<file path="src/rtl/savitzky_golay_frame_smoother_unit_defines.svh">
// Assertion macros for the frame smoother RTL.
// Expects clk and arst_n in the scope of each use.
`ifndef SAVITZKY_GOLAY_FRAME_SMOOTHER_UNIT_DEFINES_SVH
`define SAVITZKY_GOLAY_FRAME_SMOOTHER_UNIT_DEFINES_SVH
`ifndef SYNTH
`define SGFS_ASSERT_NOW(label, ante, cons, msg) \
	label: assert property (@(posedge clk) disable iff (!arst_n) (ante) |-> (cons)) \
		else $error(msg);
`define SGFS_ASSERT_NEXT(label, ante, cons, msg) \
	label: assert property (@(posedge clk) disable iff (!arst_n) (ante) |=> (cons)) \
		else $error(msg);
`else
`define SGFS_ASSERT_NOW(label, ante, cons, msg)
`define SGFS_ASSERT_NEXT(label, ante, cons, msg)
`endif
`endif

</file>
<file path="src/rtl/sgfs_pkg.sv">
// Shared types and constants of the frame smoother.
// No dependencies.
package sgfs_pkg;
	localparam int SAMPLE_W       = 16;
	localparam int ACC_W          = 40;
	localparam int PROD_W         = 2 * SAMPLE_W;
	localparam int QUO_W          = ACC_W + 1;
	localparam int POS_W          = 10;
	localparam int CFG_W          = 4;
	localparam int MAX_HALF       = 12;
	localparam int COEF_SLOTS     = MAX_HALF + 2;
	localparam int COEF_AW        = 4;
	localparam int TAP_W          = 5;
	localparam int MIN_FRAME      = 5;
	localparam int MIN_HALF       = 2;
	localparam int MAX_POINTS_DEF = 1024;

	typedef enum logic [1:0] {
		CMD_COEF = 2'd0,
		CMD_PUSH = 2'd1,
		CMD_READ = 2'd2,
		CMD_NOP  = 2'd3
	} cmd_t;

	typedef enum logic {
		REG_HALF_WINDOW = 1'b0,
		REG_PASS_COUNT  = 1'b1
	} reg_idx_t;

	typedef enum logic [2:0] {
		ST_IDLE,
		ST_CHECK,
		ST_INIT,
		ST_ISSUE,
		ST_DRAIN,
		ST_DIV,
		ST_DIV_WAIT,
		ST_WRITE
	} seq_state_t;

	typedef struct packed {
		logic                       start;
		logic signed [ACC_W-1:0]    acc;
		logic signed [SAMPLE_W-1:0] divisor;
	} div_req_t;

	typedef struct packed {
		logic                       done;
		logic signed [SAMPLE_W-1:0] result;
	} div_rsp_t;
endpackage

</file>
<file path="src/rtl/sgfs_ctrl.sv">
// Smoothing sequencer: coefficient table, left-neighbor ring, tap MAC pipeline.
// Depends on sgfs_pkg and the assertion macro header.
`include "savitzky_golay_frame_smoother_unit_defines.svh"
module sgfs_ctrl #(
	parameter int MAX_POINTS = sgfs_pkg::MAX_POINTS_DEF,
	parameter int AW         = $clog2(MAX_POINTS),
	parameter int LW         = AW + 1
) (
	input  logic                                 clk,
	input  logic                                 arst_n,
	input  logic                                 go,
	input  logic [LW-1:0]                        frame_len,
	input  logic [sgfs_pkg::CFG_W-1:0]           half_window,
	input  logic [sgfs_pkg::CFG_W-1:0]           pass_count,
	input  logic                                 coef_we,
	input  logic [sgfs_pkg::COEF_AW-1:0]         coef_idx,
	input  logic signed [sgfs_pkg::SAMPLE_W-1:0] coef_data,
	output logic [AW-1:0]                        mem_raddr,
	input  logic signed [sgfs_pkg::SAMPLE_W-1:0] mem_rdata,
	output logic                                 mem_we,
	output logic [AW-1:0]                        mem_waddr,
	output logic signed [sgfs_pkg::SAMPLE_W-1:0] mem_wdata,
	output logic                                 busy,
	output sgfs_pkg::div_req_t                   div_req,
	input  sgfs_pkg::div_rsp_t                   div_rsp
);
	import sgfs_pkg::*;

	seq_state_t state_q, state_d;

	logic signed [SAMPLE_W-1:0] coef_q [COEF_SLOTS];
	logic signed [SAMPLE_W-1:0] ring_q [MAX_HALF];

	logic [CFG_W-1:0] h;
	logic [CFG_W-1:0] passes;
	logic [CFG_W-1:0] k_q;
	logic [CFG_W-1:0] pass_q;
	logic [AW-1:0]    i_q;
	logic [TAP_W-1:0] t_q;
	logic [TAP_W-1:0] two_h;
	logic             skip;
	logic             last_pt;
	logic             last_pass;

	logic                       v_s1, init_s1;
	logic [TAP_W-1:0]           t_s1;
	logic                       v_s2;
	logic signed [PROD_W-1:0]   prod_s2;
	logic signed [ACC_W-1:0]    acc_q;
	logic signed [SAMPLE_W-1:0] cur_q;

	logic signed [SAMPLE_W-1:0] tap_sample;
	logic [COEF_AW-1:0]         tap_coef;
	logic [TAP_W-1:0]           tap_dist;
	logic [CFG_W-1:0]           ring_idx;
	logic signed [SAMPLE_W-1:0] divisor;

	always_comb begin
		h         = (half_window > CFG_W'(MAX_HALF)) ? CFG_W'(MAX_HALF) : half_window;
		passes    = (pass_count == '0) ? CFG_W'(1) : pass_count;
		two_h     = {h, 1'b0};
		skip      = (frame_len < LW'(MIN_FRAME)) || (h < CFG_W'(MIN_HALF)) ||
			(frame_len <= LW'(two_h));
		last_pt   = ({1'b0, i_q} + LW'(1)) == (frame_len - LW'(h));
		last_pass = (pass_q + CFG_W'(1)) == passes;
		divisor   = coef_q[0];
		tap_dist  = (t_s1 >= TAP_W'(h)) ? (t_s1 - TAP_W'(h)) : (TAP_W'(h) - t_s1);
		tap_coef  = COEF_AW'(tap_dist + TAP_W'(1));
		ring_idx  = CFG_W'(TAP_W'(h) - t_s1 - TAP_W'(1));
		// first pass takes left neighbors from the ring of original samples
		if (pass_q == '0 && t_s1 < TAP_W'(h)) begin
			tap_sample = ring_q[ring_idx];
		end else begin
			tap_sample = mem_rdata;
		end
	end

	always_comb begin
		state_d = state_q;
		case (state_q)
			ST_IDLE:     if (go) state_d = ST_CHECK;
			ST_CHECK:    state_d = skip ? ST_IDLE : ST_INIT;
			ST_INIT:     if (k_q == h - CFG_W'(1)) state_d = ST_ISSUE;
			ST_ISSUE:    if (t_q == two_h) state_d = ST_DRAIN;
			ST_DRAIN: begin
				if (!v_s1 && !v_s2) begin
					state_d = (divisor == '0) ? ST_WRITE : ST_DIV;
				end
			end
			ST_DIV:      state_d = ST_DIV_WAIT;
			ST_DIV_WAIT: if (div_rsp.done) state_d = ST_WRITE;
			ST_WRITE:    state_d = (last_pt && last_pass) ? ST_IDLE : ST_ISSUE;
			default:     state_d = ST_IDLE;
		endcase
	end

	always_comb begin
		busy            = state_q != ST_IDLE;
		mem_raddr       = '0;
		mem_we          = 1'b0;
		mem_waddr       = i_q;
		mem_wdata       = div_rsp.result;
		div_req.start   = 1'b0;
		div_req.acc     = acc_q;
		div_req.divisor = divisor;
		case (state_q)
			ST_INIT:  mem_raddr = AW'(k_q);
			ST_ISSUE: mem_raddr = AW'(({1'b0, i_q} + LW'(t_q)) - LW'(h));
			ST_DIV:   div_req.start = 1'b1;
			ST_WRITE: mem_we = divisor != '0;
			default:  mem_raddr = '0;
		endcase
	end

	always_ff @(posedge clk or negedge arst_n) begin
		if (!arst_n) begin
			state_q <= ST_IDLE;
			v_s1    <= 1'b0;
			init_s1 <= 1'b0;
			v_s2    <= 1'b0;
			for (int n = 0; n < COEF_SLOTS; n++) begin
				coef_q[n] <= '0;
			end
		end else begin
			state_q <= state_d;
			v_s1    <= (state_q == ST_ISSUE) || (state_q == ST_INIT);
			init_s1 <= state_q == ST_INIT;
			v_s2    <= v_s1 && !init_s1;
			if (coef_we) begin
				coef_q[coef_idx] <= coef_data;
			end
		end
	end

	always_ff @(posedge clk) begin
		t_s1 <= t_q;
		if (v_s1 && !init_s1) begin
			prod_s2 <= tap_sample * coef_q[tap_coef];
			if (t_s1 == TAP_W'(h)) begin
				cur_q <= mem_rdata;
			end
		end
		if ((v_s1 && init_s1) || (state_q == ST_WRITE && pass_q == '0)) begin
			ring_q[0] <= init_s1 ? mem_rdata : cur_q;
			for (int n = 1; n < MAX_HALF; n++) begin
				ring_q[n] <= ring_q[n-1];
			end
		end
		if (v_s2) begin
			acc_q <= acc_q + {{(ACC_W - PROD_W){prod_s2[PROD_W-1]}}, prod_s2};
		end
		case (state_q)
			ST_CHECK: k_q <= '0;
			ST_INIT: begin
				k_q <= k_q + CFG_W'(1);
				if (k_q == h - CFG_W'(1)) begin
					i_q    <= AW'(h);
					t_q    <= '0;
					pass_q <= '0;
					acc_q  <= '0;
				end
			end
			ST_ISSUE: t_q <= t_q + TAP_W'(1);
			ST_WRITE: begin
				t_q   <= '0;
				acc_q <= '0;
				if (last_pt) begin
					i_q    <= AW'(h);
					pass_q <= pass_q + CFG_W'(1);
				end else begin
					i_q <= i_q + AW'(1);
				end
			end
			default: k_q <= k_q;
		endcase
	end

	`SGFS_ASSERT_NOW(a_we_nonzero_div, mem_we, divisor != '0, "store write with zero divisor")
	`SGFS_ASSERT_NEXT(a_div_start, div_req.start, state_q == ST_DIV_WAIT, "divide not awaited")
	`SGFS_ASSERT_NOW(a_div_done, div_rsp.done, state_q == ST_DIV_WAIT, "stray divide result")
	`SGFS_ASSERT_NOW(a_tap_range, state_q == ST_ISSUE, t_q <= two_h, "tap beyond window")
endmodule

</file>
<file path="config.mk">
export PLATFORM = sky130hd
export DESIGN_NAME = sgfs_ctrl
export DESIGN_NICKNAME = d
export VERILOG_FILES = /design/src/rtl/sgfs_pkg.sv /design/src/rtl/sgfs_ctrl.sv
export VERILOG_INCLUDE_DIRS = /design/src /design/src/rtl
export SDC_FILE = /design/constraint.sdc
export NUM_CORES = 2
export LEC_CHECK = 0
export ABC_CLOCK_PERIOD_IN_PS = 22200
export BUFFER_PORTS_ARGS = -buffer_cell sky130_fd_sc_hd__buf_2
export CAP_MARGIN = 20
export CORE_ASPECT_RATIO = 1.4
export CORE_MARGIN = 1
export CORE_UTILIZATION = 46
export CTS_CLUSTER_DIAMETER = 200
export DETAILED_ROUTE_END_ITERATION = 10
export GPL_TIMING_DRIVEN = 0
export HOLD_SLACK_MARGIN = 0.15
export SYNTH_ARGS = -nofsm -noshare
export SYNTH_HDL_FRONTEND = slang
export SYNTH_SLANG_ARGS = --single-unit
</file>
<file path="constraint.sdc">
create_clock -name clk -period 22.2 [get_ports clk]
set_input_delay 0 -clock clk [delete_from_list [all_inputs] [get_ports clk]]
set_output_delay 0 -clock clk [all_outputs]
set_load 0.005 [all_outputs]
</file>
* Yosys cells after proc, flatten, opt, wreduce, memory -nomap -nowiden *
Memory sizes are Yosys's and may differ from the RTL's.
Cells that the tools add are included.

cells by class
  add/sub/neg operators = 14
  multipliers = 1
  magnitude comparators = 9
  equality and inequality tests = 18
  multiplexer cells = 37
  bitwise gates (word level) = 2
  reductions and logical operators = 28

operators by type and width
  kind                                                                           count
  224-bit bitwise mux                                                            1
  16-bit 2-to-1 mux                                                              5
  40-bit 2-to-1 mux                                                              2
  40-bit one-hot mux with 2 select lines                                         1
  16-bit binary-select mux with 4-bit select                                     1
  16-bit demux with 4-bit select                                                 1
  40-bit adder                                                                   1
  10-bit one-hot mux with 2 select lines                                         2
  16-bit by 16-bit multiplier with 32-bit output                                 1
  3-bit one-hot mux with 8 select lines                                          1
  10-bit 2-to-1 mux                                                              2
  4-bit 2-to-1 mux                                                               5
  16-bit zero test                                                               1
  4-bit one-hot mux with 2 select lines                                          2
  16-bit nonzero test                                                            1
  3-bit 2-to-1 mux                                                               5
  5-bit one-hot mux with 3 select lines                                          1
  4-bit by 1-bit adder with 4-bit output, second input constant                  3
  3-bit == test, second input constant                                           4
  10-bit by 1-bit adder with 11-bit output, second input constant                1
  11-bit == test                                                                 1
  11-bit by 5-bit less-or-equal comparator with 1-bit output                     1
  11-bit by 3-bit less-than comparator with 1-bit output, second input constant  1
  11-bit by 4-bit subtractor with 11-bit output                                  1
  33 further kinds                                                               64

storage, ports and cells
  register bits = 346
  memory bits (writable) = 192
  input bits = 76
  output and inout bits = 95
  word-level logic and storage cells = 136
  memories kept = 1

memories
  name    depth  width  rd ports  clocked after Yosys merged registers in  write ports  RTL line         text
  ring_q  12     16     12        0                                        12           sgfs_ctrl.sv:32  logic signed [SAMPLE_W-1:0] ring_q [MAX_HALF];

* Logic depth before layout (Yosys ltp) *
  word-level depth = 10
  depth in mapped cells = 44
  mapped depth without buffers = 39

* Worst setup path before layout *
No wires, ideal clock.

  kind = input-to-reg
  start point = input port half_window[3] in the netlist's numbering
  end point = register prod_s2[31] (data pin)
  setup time = 0.260 ns
  data arrival time = 9.686 ns
  required time = 21.940 ns
  path slack = 12.254 ns
  stages on the path = 38
  path buffers = 4
  path through = clkbuf_1 -> nand2_1 -> nand2_1 -> inv_1 -> ha_1 -> a21o_1 -> a21o_1 -> a211oi_2 -> nand2_2 -> nand2_1 -> o21ai_0 -> ha_1 -> clkbuf_1 -> clkbuf_1 -> mux4_2 -> mux2_4 -> buf_4 -> a22o_1 -> (+2 left out) -> fa_1 -> fa_1 -> fa_1 -> inv_1 -> fa_1 -> inv_1 -> ha_1 -> and4_1 -> nand2_1 -> o211ai_1 -> a211oi_1 -> a21oi_1 -> o21ai_0 -> o21ai_0 -> nor3_1 -> o21bai_1 -> a21oi_1 -> xnor2_1

on the way
  cells in the longest elaborated chain, start to end = 10
  elaborated cells between the ends (all ways) = 17
  those cells by class = add/sub: 4; mul: 1; order compare: 3; mux: 6; bitwise: 1; reduce/logical: 1; memory: 1

ends and longest elaborated chain
  item                                                   RTL line                          text
  start: declaration                                     sgfs_ctrl.sv:13                   input logic [sgfs_pkg::CFG_W-1:0] half_window,
  4-bit greater-than comparator                          sgfs_ctrl.sv:59                   h = (half_window > CFG_W'(MAX_HALF)) ? CFG_W'(MAX_HALF) : half_window;
  4-bit 2-to-1 mux (*)                                   sgfs_ctrl.sv:59
  4-bit subtractor, or another cell as far along         sgfs_ctrl.sv:67, sgfs_ctrl.sv:69
  4-bit 2-to-1 mux                                       sgfs_ctrl.sv:67                   tap_dist = (t_s1 >= TAP_W'(h)) ? (t_s1 - TAP_W'(h)) : (TAP_W'(h) - t_s1);
  4-bit by 1-bit adder with 4-bit output                 sgfs_ctrl.sv:68                   tap_coef = COEF_AW'(tap_dist + TAP_W'(1));
  4-bit NOT with 5-bit output (implied by the code)      sgfs_ctrl.sv:138                  prod_s2 <= tap_sample * coef_q[tap_coef];
  16-bit binary-select mux with 4-bit select             sgfs_ctrl.sv:138
  16-bit 2-to-1 mux (implied by the code) (2 in series)  sgfs_ctrl.sv:138
  16-bit by 16-bit multiplier with 32-bit output (*)     sgfs_ctrl.sv:138
  end signal: assignment                                 sgfs_ctrl.sv:138
  end: declaration                                       sgfs_ctrl.sv:48                   logic signed [PROD_W-1:0] prod_s2;

Mark *: on every way between the ends. The rest lies on a longest branch, timed or not. The select of a mux whose other input is x is not followed.
A chain may end at the register's enable or synchronous reset.

* Worst setup path in the final report *
Ends and elaborated chain as after synthesis.

==> flow_summary_export.csv <==
group,metric,value,unit
status,status,"complete, no violations",
global_route,grt_pass1_vias,26800,
floorplanning,initial_utilization,0.466,
clock_network,postCtsSetupRepairBufs,0,
setup_path,r2r_start,"t_s1[1]$_DFF_P_",
route,routed_wirelength,107000,um
cells_and_area,drive_gt1_frac,0.214,
floorplanning,core-area,79200,um2
setup_path,cpMostUsedCell,"fa_1",
synth,syn_avg_cell_area,12.3,um2
floorplanning,die_w,241,um
place,place_hpwl,82000,um
global_route,grt_max_degree,128,
route,drt-pass1-iter-count,5,
clock_network,cts_resized,0,
clock_network,cts_tree,"built",
cells_and_area,area_growth,13.5,%
sta,tns,0,ns
cells_and_area,fill_cells,6851,
setup_path,path_class,"input pin to register",
setup_path,start_kind,"input pin",
route,vias,25100,
global_route,grt_pass1_wl,163000,um
place,place.gp.congestion,1.02,
setup_path,critical_path_required,22.57,ns
route,drc,0,
synth,synth_area_leaders,"edfxtp_1 (21%), dfrtp_1 (16%), fa_1 (15%)",
synth,yosysWarnings,0,
sta,rsz0062_at_grt,"false",
floorplanning,num_rows,122,
global_route,grt_usage,0.268,
place,pre_cts_slack,9.25,ns
floorplanning,io-pin-count,171,
synth,synth_cell_type_count,71,
route,drt-initial-drc-count,1776,
clock_network,clk_path_buf_depth,3,
synth,async_flop_share,0.428,
worst_hold_path,min_from,"div_rsp[13]",
clock_network,clkSinkCount,538,
clock_network,clk_pin_slew_worst_paths,0.07,ns
sta,fin_worst_skew,0.0266,ns
setup_path,slowest_stage,"clkbuf_1",
route,vias_per_cell,5.69,
sta,layout_min_cycle_time,12.53,ns
global_route,grt-ovfl-total,0,
setup_path,worstPathArrival,12.90,ns
synth,synth_top_area_cell,"edfxtp_1",
synth,syn_inst,3011,
clock_network,cts_root_buf,"clkbuf_16",
sta,slew_headroom,0.211,
synth,ys_seq_area_frac,0.395,
setup_path,cp_max_fo,10,
synth,synth-edff-count,263,
synth,synth_top_cell_area_share,0.214,
synth,synth-seq-cells,538,
route,ant_nets,0,
clock_network,htreeDepth,2,
setup_path,endpoint_kind,"register",
floorplanning,die_area,81400,um2
worst_hold_path,hp-class,"input pin to output pin",
sta,slew_violations,0,
floorplanning,die_y,337,um
synth,synth_nets,3516,
sta,hold_viol_final,0,
sta,worstMarginPinSlew,1.18,ns
sta,finalCritPeriodShare,0.565,
synth,ys.flop_type,"edfxtp_1",
sta,setup_viol,0,
clock_network,cts_made_buffers,53,
clock_network,clkLatencyLatePin,0.65,ns
setup_path,crit_start,"half_window[3]",
sta,setup_slack,9.67,ns
global_route,grt_antenna_before_repair,0,
cells_and_area,insertedDiodeCount,0,
place,numPortBuffers,151,
route,wl_per_cell,24.2,um
cells_and_area,nets,3815,
sta,timing.fmax,0.0798,GHz
synth,synth_area,36900,um2
flow_run,cap_violations,0,
setup_path,slowest_delay,0.84,ns
logic make-up after synthesis:
group                    after synthesis  synth area share
adder cells (fa/ha/maj)              429             0.200
AND/OR/NAND/NOR                      412            0.0526
buffers and inverters                567            0.0636
flip-flops                           538             0.395
XOR/XNOR                             122            0.0297
AO/OA/AOI/OAI                        509            0.0979
multiplexers                         434             0.161
final cells by class:
| type | instances | area [um2] | area share |
|---|---|---|---|
| Multi-Input combinational cell | 1906 | 20000 | 0.478 |
| Sequential cell | 538 | 14600 | 0.348 |
| Timing Repair Buffer | 244 | 1780 | 0.0426 |
| Clock buffer | 70 | 1510 | 0.0362 |
| Inverter | 375 | 1410 | 0.0336 |
| Tap cell | 1054 | 1320 | 0.0315 |
| Buffer | 192 | 940 | 0.0224 |
| Clock inverter | 30 | 342 | 0.00816 |
per-layer routing:
layer | vias to the layer above | wire length, um | track usage
li1 | 11200 | - | -
met1 | 12900 | 42000 | 0.319
met4 | 0 | 5390 | 0.126
met5 | - | 0 | 0
met3 | 227 | 4850 | 0.0359
met2 | 782 | 54400 | 0.474
Yosys cell counts (13+ instances only):
cell,instances
inv_1,374
fa_1,270
edfxtp_1,263
mux2_2,263
dfrtp_1,230
nor2_1,179
ha_1,159
a22o_1,119
a22oi_1,109
clkbuf_1,107
mux4_2,98
a21oi_1,95
xnor2_1,88
mux2i_1,63
nand2_1,63
o21ai_0,55
dfxtp_1,45
buf_4,39
buf_2,37
a211oi_1,32
xor2_1,32
nand3_1,31
a21o_1,30
nor2b_1,27
nor3_1,27
and2_1,15
nand2b_1,15
o21bai_1,13
timing repair:
item                                   CTS  global route
hold buffers                            79             0
endpoints found under the hold margin  490             0
setup endpoints to repair                0             0
per-stage QoR:
stage | hold slack (ns) | cells | area (um2) | utilization
final | 0.165 | 4409 | 41900 | 0.529
after global routing | 0.168 | 4409 | 41900 | 0.529
after global placement | 0.167 | 4216 | 39000 | 0.492
after CTS | 0.150 | 4406 | 41800 | 0.528
after detailed placement | 0.106 | 4227 | 39200 | 0.494
after floorplan | -0.296 | 3011 | 36900 | -
worst paths after layout:
kind	endpoint	slack, ns	cells past startpoint
min in group asynchronous	coef_q[202]$_DFFE_PN0P_	0.54	4
worst min register to register	ring_q[10][1]$_DFFE_PP_	0.44	0
max in group asynchronous	coef_q[161]$_DFFE_PN0P_	21.09	4
worst max-delay path	prod_s2[31]$_DFFE_PP_	9.67	38
worst max register to register	prod_s2[31]$_DFFE_PP_	10.20	34
worst min-delay path	mem_wdata[13]	0.16	2
sequential cells by signal, indices dropped and copies added, names as in the netlist:
signal / count
divisor: 16
init_s1: 1
t_s1: 5
ring_q: 192
cur_q: 16
k_q: 4
coef_q: 208
v_s1: 1
prod_s2: 32
state_q: 3
mem_waddr: 10
t_q: 5
v_s2: 1
pass_q: 4
acc_q: 40
cell usage in the layout, fill, tap and decap left out, drive strengths merged, types with 98 or more instances in the layout:
master  instances
a22oi         109
fa            270
mux4           98
clkbuf        177
mux2          273
inv           379
nor2          179
a22o          119
edfxtp        263
dfrtp         230
ha            159
buf           251
critical path, delay by kind of cell:
| family | cells | cell delay [ns] |
|---|---|---|
| buffers and inverters | 9 | 3.02 |
| and+or+nand+nor | 5 | 0.88 |
| muxes | 2 | 1.05 |
| AOI/OAI and AO/OA | 12 | 3.62 |
| adders and majority gates | 9 | 4.13 |
| xor gates and xnor gates | 1 | 0.16 |
Power is not shown: default switching activity piles up to over one toggle a cycle in this logic, so the estimate is an artifact.
