### config.mk
export PLATFORM = sky130hd
export DESIGN_NAME = sgfs_div
export DESIGN_NICKNAME = d
export VERILOG_FILES = /design/src/rtl/savitzky_golay_frame_smoother_unit_defines.svh /design/src/rtl/sgfs_pkg.sv /design/src/rtl/sgfs_div.sv
export SDC_FILE = /design/constraint.sdc
export NUM_CORES = 1
export LEC_CHECK = 0
export ABC_AREA = 0
export BUFFER_PORTS_ARGS = -buffer_cell sky130_fd_sc_hd__buf_2
export CAP_MARGIN = 20
export CORE_AREA = 5 5 187 189
export CTS_CLUSTER_DIAMETER = 120
export DETAILED_ROUTE_END_ITERATION = 12
export DIE_AREA = 0 0 192 194
export PLACE_DENSITY = 0.44
export SETUP_SLACK_MARGIN = 0.1
export SYNTH_ARGS = -nofsm -noshare
export SYNTH_HDL_FRONTEND = slang
export SYNTH_SLANG_ARGS = --single-unit
### constraint.sdc
create_clock -name clk -period 6.3 [get_ports clk]
set_input_delay 1.26 -clock clk [delete_from_list [all_inputs] [get_ports clk]]
set_output_delay 1.26 -clock clk [all_outputs]
set_load 0.005 [all_outputs]
### src/rtl/savitzky_golay_frame_smoother_unit_defines.svh
// Assertion macros for the frame smoother RTL.
// Expects clk and arst_n in the scope of each use.
`ifndef SAVITZKY_GOLAY_FRAME_SMOOTHER_UNIT_DEFINES_SVH
`define SAVITZKY_GOLAY_FRAME_SMOOTHER_UNIT_DEFINES_SVH
`ifndef SYNTH
`define SGFS_ASSERT_NOW(label, ante, cons, msg) \
	label: assert property (@(posedge clk) disable iff (!arst_n) (ante) |-> (cons)) \
		else $error(msg);
`define SGFS_ASSERT_NEXT(label, ante, cons, msg) \
	label: assert property (@(posedge clk) disable iff (!arst_n) (ante) |=> (cons)) \
		else $error(msg);
`else
`define SGFS_ASSERT_NOW(label, ante, cons, msg)
`define SGFS_ASSERT_NEXT(label, ante, cons, msg)
`endif
`endif

### src/rtl/sgfs_pkg.sv
// Shared types and constants of the frame smoother.
// No dependencies.
package sgfs_pkg;
	localparam int SAMPLE_W       = 16;
	localparam int ACC_W          = 40;
	localparam int PROD_W         = 2 * SAMPLE_W;
	localparam int QUO_W          = ACC_W + 1;
	localparam int POS_W          = 10;
	localparam int CFG_W          = 4;
	localparam int MAX_HALF       = 12;
	localparam int COEF_SLOTS     = MAX_HALF + 2;
	localparam int COEF_AW        = 4;
	localparam int TAP_W          = 5;
	localparam int MIN_FRAME      = 5;
	localparam int MIN_HALF       = 2;
	localparam int MAX_POINTS_DEF = 1024;

	typedef enum logic [1:0] {
		CMD_COEF = 2'd0,
		CMD_PUSH = 2'd1,
		CMD_READ = 2'd2,
		CMD_NOP  = 2'd3
	} cmd_t;

	typedef enum logic {
		REG_HALF_WINDOW = 1'b0,
		REG_PASS_COUNT  = 1'b1
	} reg_idx_t;

	typedef enum logic [2:0] {
		ST_IDLE,
		ST_CHECK,
		ST_INIT,
		ST_ISSUE,
		ST_DRAIN,
		ST_DIV,
		ST_DIV_WAIT,
		ST_WRITE
	} seq_state_t;

	typedef struct packed {
		logic                       start;
		logic signed [ACC_W-1:0]    acc;
		logic signed [SAMPLE_W-1:0] divisor;
	} div_req_t;

	typedef struct packed {
		logic                       done;
		logic signed [SAMPLE_W-1:0] result;
	} div_rsp_t;
endpackage

### src/rtl/sgfs_div.sv
// Rounded signed divide of the 40-bit sum by the table divisor, one bit a cycle,
// saturated to the sample width. Depends on sgfs_pkg.
module sgfs_div (
	input  logic               clk,
	input  logic               arst_n,
	input  sgfs_pkg::div_req_t req,
	output sgfs_pkg::div_rsp_t rsp
);
	import sgfs_pkg::*;

	localparam int CNT_W = $clog2(QUO_W + 1);

	logic                run_q;
	logic                fin_q;
	logic [CNT_W-1:0]    cnt_q;
	logic [QUO_W-1:0]    quo_q;
	logic [SAMPLE_W-1:0] rem_q;
	logic [SAMPLE_W-1:0] md_q;
	logic                neg_q;
	logic                done_q;
	logic signed [SAMPLE_W-1:0] res_q;

	logic [ACC_W-1:0]    ma;
	logic [SAMPLE_W-1:0] md;
	logic [QUO_W-1:0]    dvd;
	logic [SAMPLE_W:0]   trial;
	logic                fits;
	logic [SAMPLE_W-1:0] sat;

	always_comb begin
		ma    = req.acc[ACC_W-1] ? ACC_W'(-req.acc) : ACC_W'(req.acc);
		md    = req.divisor[SAMPLE_W-1] ? SAMPLE_W'(-req.divisor) : SAMPLE_W'(req.divisor);
		dvd   = {1'b0, ma} + QUO_W'(md >> 1);
		trial = {rem_q, quo_q[QUO_W-1]};
		fits  = trial >= {1'b0, md_q};
		// quotient limits: +max for positive, -min magnitude for negative
		if (!neg_q) begin
			sat = (quo_q > QUO_W'((1 << (SAMPLE_W - 1)) - 1)) ?
				SAMPLE_W'((1 << (SAMPLE_W - 1)) - 1) : quo_q[SAMPLE_W-1:0];
		end else begin
			sat = (quo_q > QUO_W'(1 << (SAMPLE_W - 1))) ?
				SAMPLE_W'(1 << (SAMPLE_W - 1)) : SAMPLE_W'(-quo_q[SAMPLE_W-1:0]);
		end
	end

	always_ff @(posedge clk or negedge arst_n) begin
		if (!arst_n) begin
			run_q  <= 1'b0;
			fin_q  <= 1'b0;
			done_q <= 1'b0;
			cnt_q  <= '0;
		end else begin
			done_q <= 1'b0;
			fin_q  <= 1'b0;
			if (req.start) begin
				run_q <= 1'b1;
				cnt_q <= '0;
			end else if (run_q) begin
				cnt_q <= cnt_q + CNT_W'(1);
				if (cnt_q == CNT_W'(QUO_W - 1)) begin
					run_q <= 1'b0;
					fin_q <= 1'b1;
				end
			end
			if (fin_q) begin
				done_q <= 1'b1;
			end
		end
	end

	always_ff @(posedge clk) begin
		if (req.start) begin
			quo_q <= dvd;
			rem_q <= '0;
			md_q  <= md;
			neg_q <= req.acc[ACC_W-1] != req.divisor[SAMPLE_W-1];
		end else if (run_q) begin
			rem_q <= fits ? SAMPLE_W'(trial - {1'b0, md_q}) : trial[SAMPLE_W-1:0];
			quo_q <= {quo_q[QUO_W-2:0], fits};
		end
		if (fin_q) begin
			res_q <= sat;
		end
	end

	assign rsp.done   = done_q;
	assign rsp.result = res_q;
endmodule

**Word-level counts from Yosys, hierarchy flattened**

Cells that the tools add are included.

- Register bits after elaboration: 99
- Input bits: 59

- Add/subtract/negate cells: 6
- Magnitude comparators: 3
- Eq/ne operators: 2
- Multiplexer cells: 17
- Reduce and logical (&&, ||, !) cells: 1

Operator list:

| operator | number |
|---|---|
| 41-bit 2-to-1 mux | 2 |
| 16-bit 2-to-1 mux | 5 |
| 40-bit by 15-bit adder with 41-bit output | 1 |
| 41-bit by 15-bit greater-than comparator with 1-bit output (second input constant) | 1 |
| 41-bit by 16-bit greater-than comparator with 1-bit output (second input constant) | 1 |
| 40-bit 2-to-1 mux | 1 |
| 40-bit negation | 1 |
| 16-bit negation | 2 |
| 17-bit by 16-bit >= comparator with 1-bit output | 1 |
| 16-bit subtractor | 1 |
| 6-bit 2-to-1 mux | 2 |
| 1-bit 2-to-1 mux | 7 |
| 6-bit by 1-bit adder with 6-bit output (second input constant) | 1 |
| 6-bit equality test (second input constant) | 1 |
| 2-bit nonzero test | 1 |
| 1-bit != test | 1 |

**Logic depth before layout (Yosys ltp)**

Gate-level depths: netlist of run 1.

- Word-level depth: 4
- Depth in mapped cells: 19
- Mapped depth without buffers: 17

**Least setup slack after synthesis of run 1**

No wires, ideal clock.

- Path kind: input -> register
- From: input req[55] in the netlist's numbering
- To: register quo_q[35], data pin
- Arrival: 4.950 ns
- Setup slack: 1.091 ns
- Stages: 18
- Buffers on the path: 5
- Path through: clkbuf_1 buf_1 clkbuf_1 buf_1 o31ai_1 xnor2_1 ha_1 o21ai_0 o21bai_1 a21oi_1 a21o_1 o211ai_1 a41oi_1 o31a_1 buf_2 nand4bb_1 mux2i_1 a211o_1

- Word-level cells in the longest chain between the ends: 3

RTL lines:

| item | RTL line | RTL |
|---|---|---|
| start: declaration | sgfs_div.sv:6 | `input sgfs_pkg::div_req_t req,` |
| 40-bit 2-to-1 mux | sgfs_div.sv:31 | `ma = req.acc[ACC_W-1] ? ACC_W'(-req.acc) : ACC_W'(req.acc);` |
| 40-bit by 15-bit adder with 41-bit output | sgfs_div.sv:33 | `dvd = {1'b0, ma} + QUO_W'(md >> 1);` |
| 41-bit 2-to-1 mux | sgfs_div.sv:72 | `if (req.start) begin` |
| end signal: assignment | sgfs_div.sv:73 | `quo_q <= dvd;` |
| end signal: assignment | sgfs_div.sv:79 | `quo_q <= {quo_q[QUO_W-2:0], fits};` |
| end: declaration | sgfs_div.sv:16 | `logic [QUO_W-1:0] quo_q;` |

Every way passes these cells.
A chain may end at the register's enable or synchronous reset.

**Worst setup path in the final report of run 1**

- From: input req[1] in the netlist's numbering
- To: register quo_q[30], data pin

- Word-level cells in the longest chain between the ends: 4

RTL lines:

| item | RTL line | RTL |
|---|---|---|
| 16-bit negation | sgfs_div.sv:32 | `md = req.divisor[SAMPLE_W-1] ? SAMPLE_W'(-req.divisor) : SAMPLE_W'(req.divisor);` |
| 16-bit 2-to-1 mux * | sgfs_div.sv:32 |  |
| 40-bit by 15-bit adder with 41-bit output * | sgfs_div.sv:33 |  |
| 41-bit 2-to-1 mux * | sgfs_div.sv:72 |  |

Mark *: on every way between the ends. The rest lies on a longest branch, timed or not.

==> results of run 1 <==
## registers in the layout (all words and copies together) (netlist names)
register / cells
res_q: 16
fin_q: 1
md_q: 16
rem_q: 16
cnt_q: 6
done_q: 1
quo_q: 41
neg_q: 1
run_q: 1
## cell usage after synthesis, types with 6 or more instances
master,count
o21a_1,8
xnor2_1,59
or3_1,26
nor4_1,24
a21oi_1,30
nand3_1,23
o31ai_1,20
or4_1,10
ha_1,35
a21boi_0,6
mux2_2,17
a21o_1,8
nand4_1,12
dfxtp_1,16
o311ai_0,16
nor3_1,25
nor2_1,83
a211oi_1,21
clkbuf_1,32
o41ai_1,11
mux2i_1,16
inv_1,53
nand2b_1,12
o21ai_0,58
o31a_1,9
dfrtp_1,9
nor2b_1,10
edfxtp_1,74
nand2_1,73
xor2_1,39
## worst max-delay path, delay by kind of cell
family / cells / cell delay (ns)
AOI/OAI and AO/OA: 5 / 1.40
xor gates and xnor gates: 1 / 0.19
adders and majority gates: 2 / 0.50
buffers and inverters: 3 / 0.34
and+or+nand+nor: 3 / 1.60
## power by group
group	switching, uW	internal (uW)
registers	87.2	794
clock network	259	336
logic	289	209
## stage by stage
step	utilization [%]	setup slack [ns]	hold slack, ns	area [um2]	total power (uW)
finish	28.1	1.17	0.509	9310	1970
floorplan	-	1.09	0.479	8180	1210
global placement	27.2	0.771	0.496	9000	1390
CTS	28.1	1.14	0.512	9310	2000
global route	28.1	0.865	0.535	9310	2100
detailed placement	27.2	0.776	0.499	9000	1390
## metal layers
metal / up-vias / global-route usage (%)
li1: 3565 / -
met4: 0 / 3.49
met5: - / 0
met3: 23 / 1.75
met1: 3299 / 20.1
met2: 143 / 18.3
## cells by family after synthesis
logic type	count (synthesis)	share of synthesized area [%]
XOR/XNOR	100	11.1
adder cells (fa/ha/maj)	37	5.85
flip-flops	99	33.9
AO/OA/AOI/OAI	234	20.2
buffers and inverters	96	4.62
multiplexers	33	4.30
AND/OR/NAND/NOR	325	20.1
## worst max path at each step
stage | to | slack [ns] | cells after the start
after floorplan | quo_q[35]$_DFFE_PP_ | 1.09 | 18
after global placement | quo_q[30]$_DFFE_PP_ | 0.77 | 12
after detailed placement | quo_q[26]$_DFFE_PP_ | 0.78 | 12
after CTS | quo_q[30]$_DFFE_PP_ | 1.14 | 12
after global routing | quo_q[30]$_DFFE_PP_ | 0.87 | 12
final | quo_q[30]$_DFFE_PP_ | 1.17 | 14
## layout make-up
type / count / area, um2
tap: 448 / 561
sequential: 99 / 2770
multi-input combinational: 729 / 5030
clock inverter: 4 / 56.3
inverter: 53 / 199
timing repair buffer: 83 / 435
clock buffer: 12 / 258
fill: 3574 / 23800
==> results, run 1 <==
- At the end of routability-driven placement, the weighted congestion stood at approximately 0.79.
- The setup violation total in the final timing report is 0.
- The global-route usage over all layers is between 10% and 20%.
- The deepest level of the CTS H-tree is 3.
- Measured in cells, the most critical reg-to-reg path has a length of 12.
- The per-cell routed wire length is roughly 17 um.
- The synthesized design contains 99 register bits.
- The floorplan has 67 rows.
- The highest metal layer with signal wires is met4.
- Based on the critical path, the design can be clocked at up to 195 MHz.
- STA classifies the critical path endpoint as a flop.
- Setup repair after global routing left no endpoint under its margin.
- The min-delay analysis places its worst path in the category flop to flop.
- The pre-antenna-repair detailed-routing pass consisted of 5 iterations.
- The total length of routed wires is roughly 24000 um.
- The run finished with clean final reports.
- The via count of the routed design is approximately 7000.
- After detailed routing, the met2 layer carries between 10000 and 15000 um of wire.
- The number of gates given a new drive strength after cts is 0.
- The CTS tree is built.
- The gate count of the mapped netlist is approximately 920.
- The synthesized design devotes to its leading area cell type between 20 and 30% of total area.
- The number of buffers on the longest clock path is 2.
- The worst pin sits at a relative slew slack of between 30% and 40%.
- The worst setup path startpoint is req[1].
- The net count after synthesis is 1020.
- The cell that appears most often on the critical path is ha_1.
- The cell count after placement is 1412.
- The residual DRC count is 0.
- Yosys attributes the largest share of cell area to edfxtp_1, xnor2_1, ha_1.
- The sum of net half-perimeters after detailed placement is about 19000 um.
- The number of synthesized flops with an enable pin is 74.
- Pin placement for this block handled 76 I/O pins.
- CTS placed an instance of clkbuf_16 at the clock tree root.
- The TritonCTS buffer count is 9.
- Across the VDD grid, the largest voltage drop is about 130 uV.
- The critical path is of the primary input to flop type.
- The highest net fanout along the worst path is 13.
- The data arrival time of the worst path is between 5 and 6 ns.
- The mean area per synthesized cell is approximately 9 um2.
- For the final routed database, the setup TNS stands at 0 ns.
- Walking the worst path, the cells encountered are buf_2 -> inv_1 -> ha_1 -> or4b_1 -> or4_1 -> o21ai_0 -> xnor2_1 -> ha_1 -> a21oi_1 -> a311oi_1 -> buf_4 -> nand4_1 -> o31a_1 -> o31ai_1.
- The first global-routing pass estimated 38500 um of wire.
- The Yosys step of the flow raised 0 warnings.
- The biggest area contributor in the post-synthesis netlist is edfxtp_1.
- After layout, the worst path uses approximately four fifths of the clock period.
- Summed over all nets, wire length on met3 after detailed routing comes to between 800 and 900 um.
- The number of antenna violations at the first check in global routing came to 0.
- The average vias per placed instance is ~4.9.
- The final-report hold violation count was 0.
- For this configuration, the core starts out at a cell density of 24.7%.
- After layout, the minimum clock period comes to around 5.1 ns.
- The endpoint of the most critical register-to-register path is res_q[3]$_DFFE_PP_.
- The netlist uses between 70 and 80 different library cells.
- Cells with a size suffix above 1 make up about an eighth of the layout.
- The total number of nets in the final design is around 1100.
- The area of the placeable core is 33100 um2.
- The number of global-route vias before repair is around 6700.
- STA classifies the critical path startpoint as a primary input.
- The total count of max-transition violations in the final report came to 0.
- Entering global routing, the biggest net connects 79 pins.
- The width of the die is around 190 um.
- The remaining number of nets flagged by the antenna check after routing is 0.
- The clock-pin slew on the worst setup and hold paths is roughly 0.08 ns.
- The library cells used most frequently in the layout, excluding fill and tap cells, are nor2_1, buf_2, edfxtp_1.
- The post-synthesis sequential area ratio is 33.9%.
- The most instantiated flip-flop cell in the synthesis netlist is edfxtp_1.
- For this run the aggregate overflow at the end of global routing stands at 0.
- The die boundary height is between 150 and 200 um.
- The analysis attributes to cell leakage a power of 0.00345 uW.
- The cell area that synthesis handed to floorplanning was approximately 8200 um2.
- The number of maximum-capacitance constraint violations is 0.
- The launch point of the worst hold path is rem_q[11]$_SDFFE_PP0P_.
- The number of buffers inserted by port buffering is 75.
- The clock insertion delay at the later pin of the skew report is around 0.36 ns.
- The worst reg-to-reg setup slack is roughly 2 ns.
- CTS saw between 90 and 100 sinks.
- The delay of the slowest cell on the worst path is 0.63 ns.
- On the critical path, the stage with the largest delay is an instance of or4b_1.
- The post-layout instance count excluding filler cells is between 1000 and 1500.
- The post-CTS setup-driven buffer insertion count is 0.
- The sink of the worst hold path is rem_q[11]$_SDFFE_PP0P_.
- The commonest non-fill, non-tap cell in the layout is nor2_1.
- The first routing iteration left roughly 610 violations.
- The antenna diode count is 0.
- The die area is 37200 um2.
- The setup clock skew after layout is 0.0152 ns.
- Along the worst hold path, the cell count comes to 2.
- STA puts the critical path data required time at around 6.5 ns.
- The beginning of the worst register-to-register path is quo_q[0]$_DFFE_PP_.
- The area overhead of the layout relative to synthesis is 13.9%.
- The met1 wire length is approximately 13000 um.
- The post-cts hold buffer count is 0.
- Of all flip-flops after synthesis, the portion carrying an async set or reset was between 9 and 10%.
- Dividing total power by cell area gives a power density of ~210 nW/um2.
- For the pin with the worst max-slew slack, the measured transition is ~0.94 ns.
(Power assumes the default switching activity.)
==> run 2, diff against run 1 <==
- PLACE_DENSITY: 0.44 -> 0.45
- clock period: 6.3 -> 4.5 ns (I/O delays scaled with it)
==> run 2 against run 1 <==
Compared with the run above: via count up 5.5%; sequential cell count stayed put; global-route usage up 0.12 points; largest power group unchanged; critical path type unchanged; largest cell class unchanged.
==> results, run 2 (synthesis results as in run 1) <==
- The total count of max-transition violations in the final report is 0 (unchanged).
- The headroom to the max-slew limit is 33.2% (was 37.4%).
- The delay of the slowest cell on the worst path came to 0.53 ns (was 0.63 ns).
- The clock insertion delay at the later pin of the skew report is 0.36 ns (about the same).
- The worst reg-to-reg setup slack is 0.60 ns (was 2.04 ns).
- The data arrival time of the worst path is 4.34 ns (was 5.31 ns).
- The CTS tree is built (unchanged).
- The worst min-delay path category is primary input to async pin (was flop to flop).
- The worst setup path category is primary input to flop (unchanged).
- The share of the clock period used by the worst path after layout is 93.9%.
- The final critical-path setup slack is 0.274 ns (was 1.17 ns).
- The endpoint of the most critical register-to-register path is rem_q[1]$_SDFFE_PP0P_ (was res_q[3]$_DFFE_PP_).
- The maximum ir drop on the vdd rail is 163 uV (was 127 uV).
- The beginning of the worst register-to-register path is md_q[1]$_DFFE_PP_ (was quo_q[0]$_DFFE_PP_).
- The setup violation total in the final timing report is 0 (unchanged).
- The power per cell area was 276 nW/um2 (was 212 nW/um2).
- The clock-pin slew on the worst setup and hold paths is 0.08 ns (about the same).
- The kind of capture point of the worst setup path is a flop (unchanged).
- Top library cells by usage in the layout, fill and taps aside: buf_4, nor2_1, buf_2 (was nor2_1, buf_2, edfxtp_1).
- The width of the die is 192 um (unchanged).
- The CTS root buffer is clkbuf_16 (unchanged).
- The maximum number of pins on one net before global-route repair was 84 (was 79).
- The area of the placeable core is 33100 um2 (unchanged).
- The post-cts hold buffer count is 0 (unchanged).
- The total length of routed wires is 24400 um (was 24000 um).
- The number of antenna violations at the first check in global routing is 0 (unchanged).
- The average vias per placed instance was 4.85 (was 4.92).
- The endpoint required time on the critical path is 4.61 ns (was 6.49 ns).
- The commonest non-fill, non-tap cell in the layout is buf_4 (was nor2_1).
- The count of TritonRoute iterations in the first routing pass is 5 (unchanged).
- The die area is 37200 um2 (unchanged).
- The cell occurring most often along the worst timing path is or4_1 (was ha_1).
- The post-route core utilization came to 30.5% (was 28.1%).
- The die boundary height is 194 um (unchanged).
- The top-level port count is 76 (unchanged).
- The sum of net half-perimeters after detailed placement came to 19200 um (was 18600 um).
- The total number of nets in the final design is 1171 (was 1071).
- The total global routing overflow is 0 (unchanged).
- The first-pass GRT wire length is 39200 um (was 38500 um).
- The number of sinks on the clock net was 99 (unchanged).
- The final-report hold violation count was 0 (unchanged).
- The area overhead of the layout relative to synthesis was 23.4% (was 13.9%).
- The number of buffers on the longest clock path is 2 (unchanged).
- The remaining number of nets flagged by the antenna check after routing is 0 (unchanged).
- The via count of the routed design came to 7418 (was 7030).
- The share of layout cells above drive strength 1 was 21.7% (was 13.0%).
- The placer's final routability congestion estimate is 0.801 (was 0.794).
- The cell with the biggest individual delay on the critical path is or4_1 (was or4b_1).
- The residual DRC count is 0 (unchanged).
- The worst reg-to-reg path cell count was 13 (was 12).
- Status: finished, final reports clean (unchanged).
- Sequence of cells on the critical path: buf_2 -> or4_1 -> or4_1 -> buf_4 -> or3_1 -> xor2_1 -> nand3_1 -> a211oi_1 -> nand2b_1 -> nor4_1 -> and3_1 -> o31ai_1 (was buf_2 -> inv_1 -> ha_1 -> or4b_1 -> or4_1 -> o21ai_0 -> xnor2_1 -> ha_1 -> a21oi_1 -> a311oi_1 -> buf_4 -> nand4_1 -> o31a_1 -> o31ai_1).
- The startpoint type of the worst setup path is a primary input (unchanged).
- The transition time at the pin with the least slew margin was 1.00 ns (was 0.939 ns).
- The number of global-route vias before repair came to 6996 (was 6655).
- The initial standard-cell utilization of the core is 24.7% (unchanged).
- The number of buffers inserted by port buffering is 75 (unchanged).
- The number of flip-flops in the largest register came to 41 (unchanged).
- The setup clock skew after layout is 0.0162 ns (was 0.0152 ns).
- Setup repair after global routing missed its margin: no (unchanged).
- The maximum clock rate is between 200 and 250 MHz.
- The TritonCTS buffer count is 9 (unchanged).
- The floorplan row count was 67 (unchanged).
- The per-cell routed wire length came to 16.0 um (was 16.8 um).
- The iteration-0 DRC count of the detailed router was 535 (was 614).
- The leakage power is 0.00394 uW (was 0.00345 uW).
- For the finished layout, the period the worst path requires is 4.23 ns.
- The highest net fanout along the worst path is 5 (was 13).
- The number of maximum-capacitance constraint violations was 0 (unchanged).
- The global-route usage over all layers was 13.0% (was 12.8%).
- The number of filler cells placed in the layout is 3580 (was 3574).
- The antenna diode count is 0 (unchanged).
- The most flop-heavy register was quo_q (unchanged).
- The deepest level of the CTS H-tree is 3 (unchanged).
- The minimum setup slack after placement is -0.237 ns (was 0.776 ns).
==> run 2: cell count changes in the layout (fill, tap and decap cells not counted), sizes merged <==
| cell | before | now |
|---|---|---|
| clkbuf | 12 | 9 |
| clkinvlp | 0 | 1 |
| bufinv | 1 | 0 |
| inv | 54 | 56 |
| clkinv | 2 | 3 |
| buf | 83 | 183 |
==> run 2: where the power goes <==
group	leakage, uW	switching [uW]	internal [uW]
Combinational	0.00282	429	375
Sequential	0.000995	117	1110
Clock	0.000132	374	379
==> run 2: layout make-up <==
class                      count  area (um2)  area share (%)
sequential                    99        2770            27.4
clock buffer                   9         225            2.23
clock inverter                 7        50.0           0.496
inverter                      53         199            1.97
multi-input combinational    729        5080            50.4
tap                          448         561            5.56
timing repair buffer         183        1200            11.9
==> run 2: critical path, delay by kind of cell <==
family,cells,cell delay (ns)
AO/OA/AOI/OAI,2,0.57
buffers and inverters,2,0.29
XOR/XNOR,1,0.18
AND/OR/NAND/NOR,7,2.40
==> run 2: how the worst max path moves through the flow <==
stage | from | slack (ns) | endpoint | cells past startpoint
2_1_floorplan | req[55] | 0.06 | quo_q[35]$_DFFE_PP_ | 18
3_3_place_gp | req[5] | -0.16 | quo_q[35]$_DFFE_PP_ | 13
3_5_place_dp | req[5] | -0.24 | quo_q[35]$_DFFE_PP_ | 13
4_1_cts | req[5] | 0.15 | quo_q[35]$_DFFE_PP_ | 13
5_1_grt | req[34] | 0.06 | quo_q[27]$_DFFE_PP_ | 12
6_report | req[34] | 0.27 | quo_q[27]$_DFFE_PP_ | 12
==> run 2: metrics by stage <==
stage	hold slack [ns]	cell area, um2	setup TNS, ns	power, uW	std cells
3_5_place_dp	0.501	9770	-2.18	2050	1512
4_1_cts	0.396	10000	0	2810	1528
3_3_place_gp	0.495	9770	-0.990	2040	1512
2_1_floorplan	0.479	8190	0	1700	924
5_1_grt	0.408	10100	0	2960	1528
6_report	0.401	10100	0	2780	1528
==> run 2: layer usage <==
metal,up-vias,track usage [%],share of wire (%)
met2,137,18.4,41
met3,19,1.53,3.4
met1,3503,20.5,54
met4,0,3.49,1.7
met5,-,0,0
li1,3759,-,-
==> run 2: repair_timing <==
action	4_1_cts	5_1_grt
setup endpoints to repair	0	19
resized for setup	0	10
endpoints found under the hold margin	0	0
buffers inserted	0	0
